--- src/rtl/core/swrc_pkg.sv ---
`default_nettype none
package swrc_pkg;
  localparam int unsigned DEPTH_DEF = 4096;
  localparam int unsigned CAP_W     = 13;
  localparam int unsigned OFF_W     = 48;
  localparam int unsigned LEN_W     = 32;
  localparam int unsigned REM_W     = CAP_W + 1;
  localparam logic [CAP_W-1:0] CAP_RST = 13'd4096;

  typedef enum logic [1:0] {
    OP_WRITE = 2'd0,
    OP_READ  = 2'd1,
    OP_CLEAR = 2'd2,
    OP_NONE  = 2'd3
  } opcode_e;

  typedef enum logic [1:0] {
    ST_OK       = 2'd0,
    ST_OUTSIDE  = 2'd1,
    ST_OVERFLOW = 2'd2
  } status_e;
endpackage
`default_nettype wire

--- src/rtl/core/swrc_mod.sv ---
`default_nettype none
module swrc_mod
  import swrc_pkg::*;
(
  input  wire logic             clk_i,
  input  wire logic             rst_ni,
  input  wire logic             start_i,
  input  wire logic [OFF_W-1:0] dividend_i,
  input  wire logic [CAP_W-1:0] divisor_i,
  output logic                  done_o,
  output logic      [REM_W-1:0] rem_o
);
  localparam int unsigned CNT_W = $clog2(OFF_W + 1);

  logic             busy_q, busy_d;
  logic [CNT_W-1:0] cnt_q, cnt_d;
  logic [OFF_W-1:0] dvd_q, dvd_d;
  logic [REM_W-1:0] rem_q, rem_d;
  logic [REM_W-1:0] shifted;

  assign shifted = {rem_q[REM_W-2:0], dvd_q[OFF_W-1]};
  assign done_o  = busy_q && (cnt_q == '0);
  assign rem_o   = rem_q;

  always_comb begin
    busy_d = busy_q;
    cnt_d  = cnt_q;
    dvd_d  = dvd_q;
    rem_d  = rem_q;
    if (start_i) begin
      busy_d = 1'b1;
      cnt_d  = CNT_W'(OFF_W);
      dvd_d  = dividend_i;
      rem_d  = '0;
    end else if (busy_q) begin
      if (cnt_q == '0) begin
        busy_d = 1'b0;
      end else begin
        cnt_d = cnt_q - 1'b1;
        dvd_d = {dvd_q[OFF_W-2:0], 1'b0};
        rem_d = (shifted >= {1'b0, divisor_i}) ? shifted - {1'b0, divisor_i} : shifted;
      end
    end
  end

  always_ff @(posedge clk_i or negedge rst_ni) begin
    if (!rst_ni) begin
      busy_q <= 1'b0;
      cnt_q  <= '0;
    end else begin
      busy_q <= busy_d;
      cnt_q  <= cnt_d;
    end
  end

  always_ff @(posedge clk_i) begin
    dvd_q <= dvd_d;
    rem_q <= rem_d;
  end
endmodule
`default_nettype wire

--- config.mk ---
export PLATFORM = sky130hd
export DESIGN_NAME = swrc_mod
export DESIGN_NICKNAME = d
export VERILOG_FILES = /design/src/rtl/core/swrc_pkg.sv /design/src/rtl/core/swrc_mod.sv
export SDC_FILE = /design/constraint.sdc
export NUM_CORES = 1
export LEC_CHECK = 0
export BUFFER_PORTS_ARGS = -buffer_cell sky130_fd_sc_hd__clkbuf_2
export CORE_MARGIN = 10
export CORE_UTILIZATION = 46
export CTS_CLUSTER_SIZE = 25
export DETAILED_ROUTE_END_ITERATION = 10
export GPL_TIMING_DRIVEN = 0
export PLACE_DENSITY = 0.65
export SLEW_MARGIN = 5
export SYNTH_ARGS = -nofsm -noshare
export SYNTH_HDL_FRONTEND = slang
export SYNTH_SLANG_ARGS = --single-unit
export TNS_END_PERCENT = 50
--- constraint.sdc ---
create_clock -name clk_i -period 4.6 [get_ports clk_i]
set_clock_uncertainty 0.2 [all_clocks]
set_input_delay 0.46 -clock clk_i [delete_from_list [all_inputs] [get_ports clk_i]]
set_output_delay 0.46 -clock clk_i [all_outputs]
set_load 0.03 [all_outputs]
# [Yosys cells after proc, flatten, opt, wreduce, memory -nomap -nowiden]
# Cells that the tools add are included.
[totals] ramBits=0 latch_bits=0 romBits=0 reg_bits=69 output_inout_bits=15 n_memories=0 in_bits=64
[classes] n_shift=0 multipliers=0 muxes=10 addsub=2 reduce_logical=5 n_div=0 eq_ne=1 bitwise_logic=1 magnitude_cmp=1
[ops] op="48-bit 2-to-1 mux" n=3
[ops] op="6-bit 2-to-1 mux" n=3
[ops] op="14-bit by 13-bit greater-or-equal comparator with 1-bit output" n=1
[ops] op="14-bit 2-to-1 mux" n=1
[ops] op="14-bit by 13-bit subtractor with 14-bit output" n=1
[ops] op="6-bit logical NOT" n=1
[ops] op="6-bit by 1-bit subtractor with 6-bit output (second input constant)" n=1
[ops] op="2-bit AND reduction" n=2
[ops] op="1-bit 2-to-1 mux" n=3
[ops] op="2-bit inequality test (second input constant)" n=1
[ops] op="2-bit nonzero test" n=1
[ops] op="1-bit logical AND" n=1
[ops] op="1-bit NOT" n=1

# [Depth between registers and ports, before layout]
[depth] depth_word=4 mapped_depth=11 ltp_nobuf=10

# [Worst setup path after synthesis]
# Ideal clock, no wire load.
[synth_timing] path_type="reg-to-reg" startpoint="reg rem_q[1] (netlist: rem_o[1])" endpoint="reg rem_q[13] (netlist: rem_o[13])" t_required_ns=4.280 setup_slack_ns=1.969 synth_period_minus_slack_ns=2.631 arrival_ns=2.311 path_stages_with_launch=10 path_cell_list="dfxtp_1 -> ha_1 -> nor2b_4 -> o31a_1 -> o31a_1 -> o31a_1 -> buf_6 -> buf_12 -> a211oi_1 -> nor2_1"
[synth_via] elab_chain_len=2 word_cells_on_any_way=3
[synth_rtl] item="start, declared" line_no="swrc_mod.sv:18" rtl="logic [REM_W-1:0] rem_q, rem_d;"
[synth_rtl] item="start signal, assigned" line_no="swrc_mod.sv:58" rtl="rem_q <= rem_d;"
[synth_rtl] item="14-bit by 13-bit subtractor with 14-bit output or 14-bit by 13-bit greater-or-equal comparator with 1-bit output (tied branches)" line_no="swrc_mod.sv:41" rtl="rem_d = (shifted >= {1'b0, divisor_i}) ? shifted - {1'b0, divisor_i} : shifted;"
[synth_rtl] item="14-bit 2-to-1 mux (*)" line_no="swrc_mod.sv:41"
# Mark *: on every way between the ends. The rest lies on a longest branch, timed or not.
# A chain may end at the register's enable or synchronous reset.

# [Final worst setup path]
[layout_timing] startpoint="reg dvd_q[47]" endpoint="reg rem_q[13] (netlist: rem_o[13])"
[layout_via] elab_chain_len=2 word_cells_on_any_way=3
[layout_rtl] item="start, declared" line_no="swrc_mod.sv:17" rtl="logic [OFF_W-1:0] dvd_q, dvd_d;"
[layout_rtl] item="start signal, assigned" line_no="swrc_mod.sv:57" rtl="dvd_q <= dvd_d;"
[layout_rtl] item="14-bit by 13-bit subtractor with 14-bit output or 14-bit by 13-bit greater-or-equal comparator with 1-bit output (tied branches)" line_no="swrc_mod.sv:41"
[layout_rtl] item="14-bit 2-to-1 mux (*)" line_no="swrc_mod.sv:41"
# Marks and branches as above.

==> metrics.txt <==
Leak Pwr=~1.9 nW; Sink Count=a little under 70; worst slew pin tran=about 0.6 ns; port buffer count=77; max cap viols=0; post-synth net total=~380; Slowest Stage Delay on Critical Path=0.39 ns; Clk pwr share=35.4%; vias in the first global route=2686; Setup-failing EPs final=0; Clock Path Buffers=2; Die H=approximately 110 um; CP cell instances=inv_1 -> ha_1 -> fa_1 -> nor2b_4 -> o31a_1 -> o31a_1 -> o31a_1 -> buf_6 -> buf_12 -> a211oi_1 -> nor2_1; Combinational Power Share=15.4%; TritonRoute pass-1 iters=4; final estimated routing congestion in global placement=just over 0.8; critical path class=reg -> reg; core box area=0.00773 mm2; worst hold start=dividend_i[0]; fraction of layout cells with a size suffix above 1=a little under two fifths; Reg clk slew, reported paths=0.08 ns; Tcrit/Tclk final=around three fifths; CTS tree=done; cts repair resizes=0; worst skew pair latency=0.35 ns; RSZ-0062 raised after global routing=no; post-synthesis sequential area ratio=about half; Synth area leader=edfxtp_1; sw power=around 390 uW; DR WL/cell=~16 um; status=complete, no violations; DP Wirelength=between 5 and 6 mm; ANT cells=0; CP max-delay cell=edfxtp_1; total number of vias=2618; first-pass GRT wire length=roughly 13 mm; CTS Root Cell=clkbuf_8; required time worst endpoint=around 4.6 ns; die extent in x=between 100 and 150 um; initial antenna violation count=0; Flop pwr share=between 40 and 50%; I/O Pins=79; # fillers=roughly 700; Primary FF master, synth=edfxtp_1; Mean Syn Cell Area=12.1 um2; ys async rst share=10.1%; Congestion Overflow GR=0; nets=~470; synth warn=0; Routed Antenna Nets=0; Mapped Cells=around 300; full die area=between 0.01 and 0.015 mm2; Hold Path Class=in -> reg; Area contributors post-synth=edfxtp_1, mux2_2, dfxtp_1, ha_1, dfrtp_1; CP startpoint kind=register; Period minus WS final=between 2 and 3 ns; CTS Buf Count=9; Tot GR Track Use=about 14%; worst vdd ir=0.230 mV; Post-DP Area=approximately 0.0042 mm2; EDFF count, synth=48; crit path DAT=approximately 2.7 ns; reg2reg start=dvd_q[47]; Rows=32; critical path startpoint=dvd_q[47]; Reg2Reg Setup Slack=between 1.5 and 2 ns; WL final=around 8.0 mm; final instance area=approximately 0.0044 mm2; largest net degree at the start of global routing=36; Internal Power=about 1.2 mW; Max Clock Freq=approximately 0.37 GHz; Slew Limit Fails=0; peak fanout along the critical path=10; H-tree levels=3; Sw Share=about a quarter; post-synth top area share=approximately two fifths; Area growth syn-to-layout=21.0%; Initial Util=a little under half; drt initial violations=around 100; FF+latch count, synth=a little under 70; Worst slew margin=about three fifths; Syn Std Cell Area=0.00365 mm2; most frequent CP cell=o31a_1; endpoints failing hold=0; Remaining DRCs=0; power per cell area=about 350 mW/mm2; post-synthesis cell type count=44; setup TNS=0 ns; post-DR vias/cell=between 5 and 6; CP endpoint kind=register
-- layout by cell type (no fill, tap or decap), types with 2 or more instances in the layout --
cell / count
o21ai_0: 15
edfxtp_1: 48
and2_1: 2
nor2_1: 17
dfrtp_1: 7
nor2b_1: 2
nor4_1: 3
clkinv_4: 2
clkbuf_2: 77
mux2_2: 47
nand2b_1: 2
xor2_1: 6
dfxtp_1: 14
o2111ai_1: 2
clkbuf_8: 9
buf_12: 2
o21a_1: 4
clkbuf_1: 8
o211ai_1: 2
a21oi_1: 18
inv_1: 17
nand2_1: 12
a211oi_1: 5
o31a_1: 4
and3_1: 2
bufinv_16: 2
nor3_1: 3
buf_1: 5
xnor2_1: 9
nand4_1: 3
mux2i_1: 10
o311ai_0: 2
nand3_1: 2
ha_1: 15
-- layer usage --
layer | GRT usage [%] | up-vias | wire, um
li1 | - | 1296 | -
met4 | 5.65 | 0 | 110
met2 | 21.1 | 64 | 3610
met5 | 0 | - | 0
met1 | 17.8 | 1248 | 3680
met3 | 4.78 | 10 | 608
-- worst max-delay path, delay by kind of cell (launching register included) --
family | cells | cell delay [ns]
AO/OA/AOI/OAI | 4 | 1.06
adder cells (fa/ha/maj) | 2 | 0.45
buffers and inverters | 3 | 0.37
flip-flops | 1 | 0.39
AND/OR/NAND/NOR | 2 | 0.13
-- worst paths after layout --
kind / cells after the start / endpoint
worst max-delay path: 11 / rem_o[13]
worst min-delay path: 2 / dvd_q[0]
worst min register to register: 2 / rem_o[1]
worst max register to register: 11 / rem_o[13]
min in group asynchronous: 2 / busy_q
max in group asynchronous: 2 / cnt_q[0]
-- synthesized netlist by cell type (3+ instances only) --
library cell  instances
clkbuf_1              8
nor4_1                3
xnor2_1               9
inv_1                17
o21ai_0              15
ha_1                 15
nand4_1               3
nand2_1              13
mux2_2               47
a21oi_1              18
xor2_1                6
nor2_1               17
buf_1                 5
o21a_1                4
dfxtp_1              14
mux2i_1              10
dfrtp_1               7
o31a_1                4
a211oi_1              5
edfxtp_1             48
nor3_1                3
-- power groups by stage --
| stage | logic (mW) | registers (mW) | clock network, mW |
|---|---|---|---|
| 2_1_floorplan | 0.163 | 0.783 | 0 |
| 3_3_place_gp | 0.232 | 0.780 | 0 |
| 3_5_place_dp | 0.240 | 0.781 | 0 |
| 4_1_cts | 0.242 | 0.769 | 0.571 |
| 5_1_grt | 0.269 | 0.778 | 0.593 |
| 6_report | 0.239 | 0.768 | 0.552 |
-- registers in the layout, indices dropped and copies added (netlist names) --
name and count:
cnt_q 6, busy_q 1, rem_o 14, dvd_q 48
-- cell type report --
cell class                 count  area (um2)  share of cell area [%]
multi-input combinational    201        1620                    36.5
timing repair buffer          79         415                    9.40
clock buffer                   9         124                    2.80
tap                          102         128                    2.89
clock inverter                 7        97.6                    2.21
inverter                      17        63.8                    1.44
buffer                        15        80.1                    1.81
sequential                    69        1900                    42.9
-- through the flow --
stage	hold WS, ns	worst slack [ns]	util, %	instances	power [mW]
2_1_floorplan	-0.0356	1.97	-	302	0.947
4_1_cts	0.181	1.89	57.2	499	1.58
6_report	0.194	1.89	57.2	499	1.56
5_1_grt	0.186	1.71	57.2	499	1.64
3_3_place_gp	0.108	1.24	53.9	481	1.01
3_5_place_dp	0.107	1.74	54.2	482	1.02
-- cell families after synthesis --
group / share of synthesized area (%)
compound gates: 10.7
xor+xnor: 3.60
fa+ha+maj: 5.68
buf+inv: 3.94
flops: 51.9
mux: 17.2
simple gates: 6.99
-- what timing repair did --
item,in CTS,in global routing
hold buffers,1,0
hold endpoints to repair,7,0
setup buffers,0,0
No activity file was read; power rests on OpenSTA's default activity.
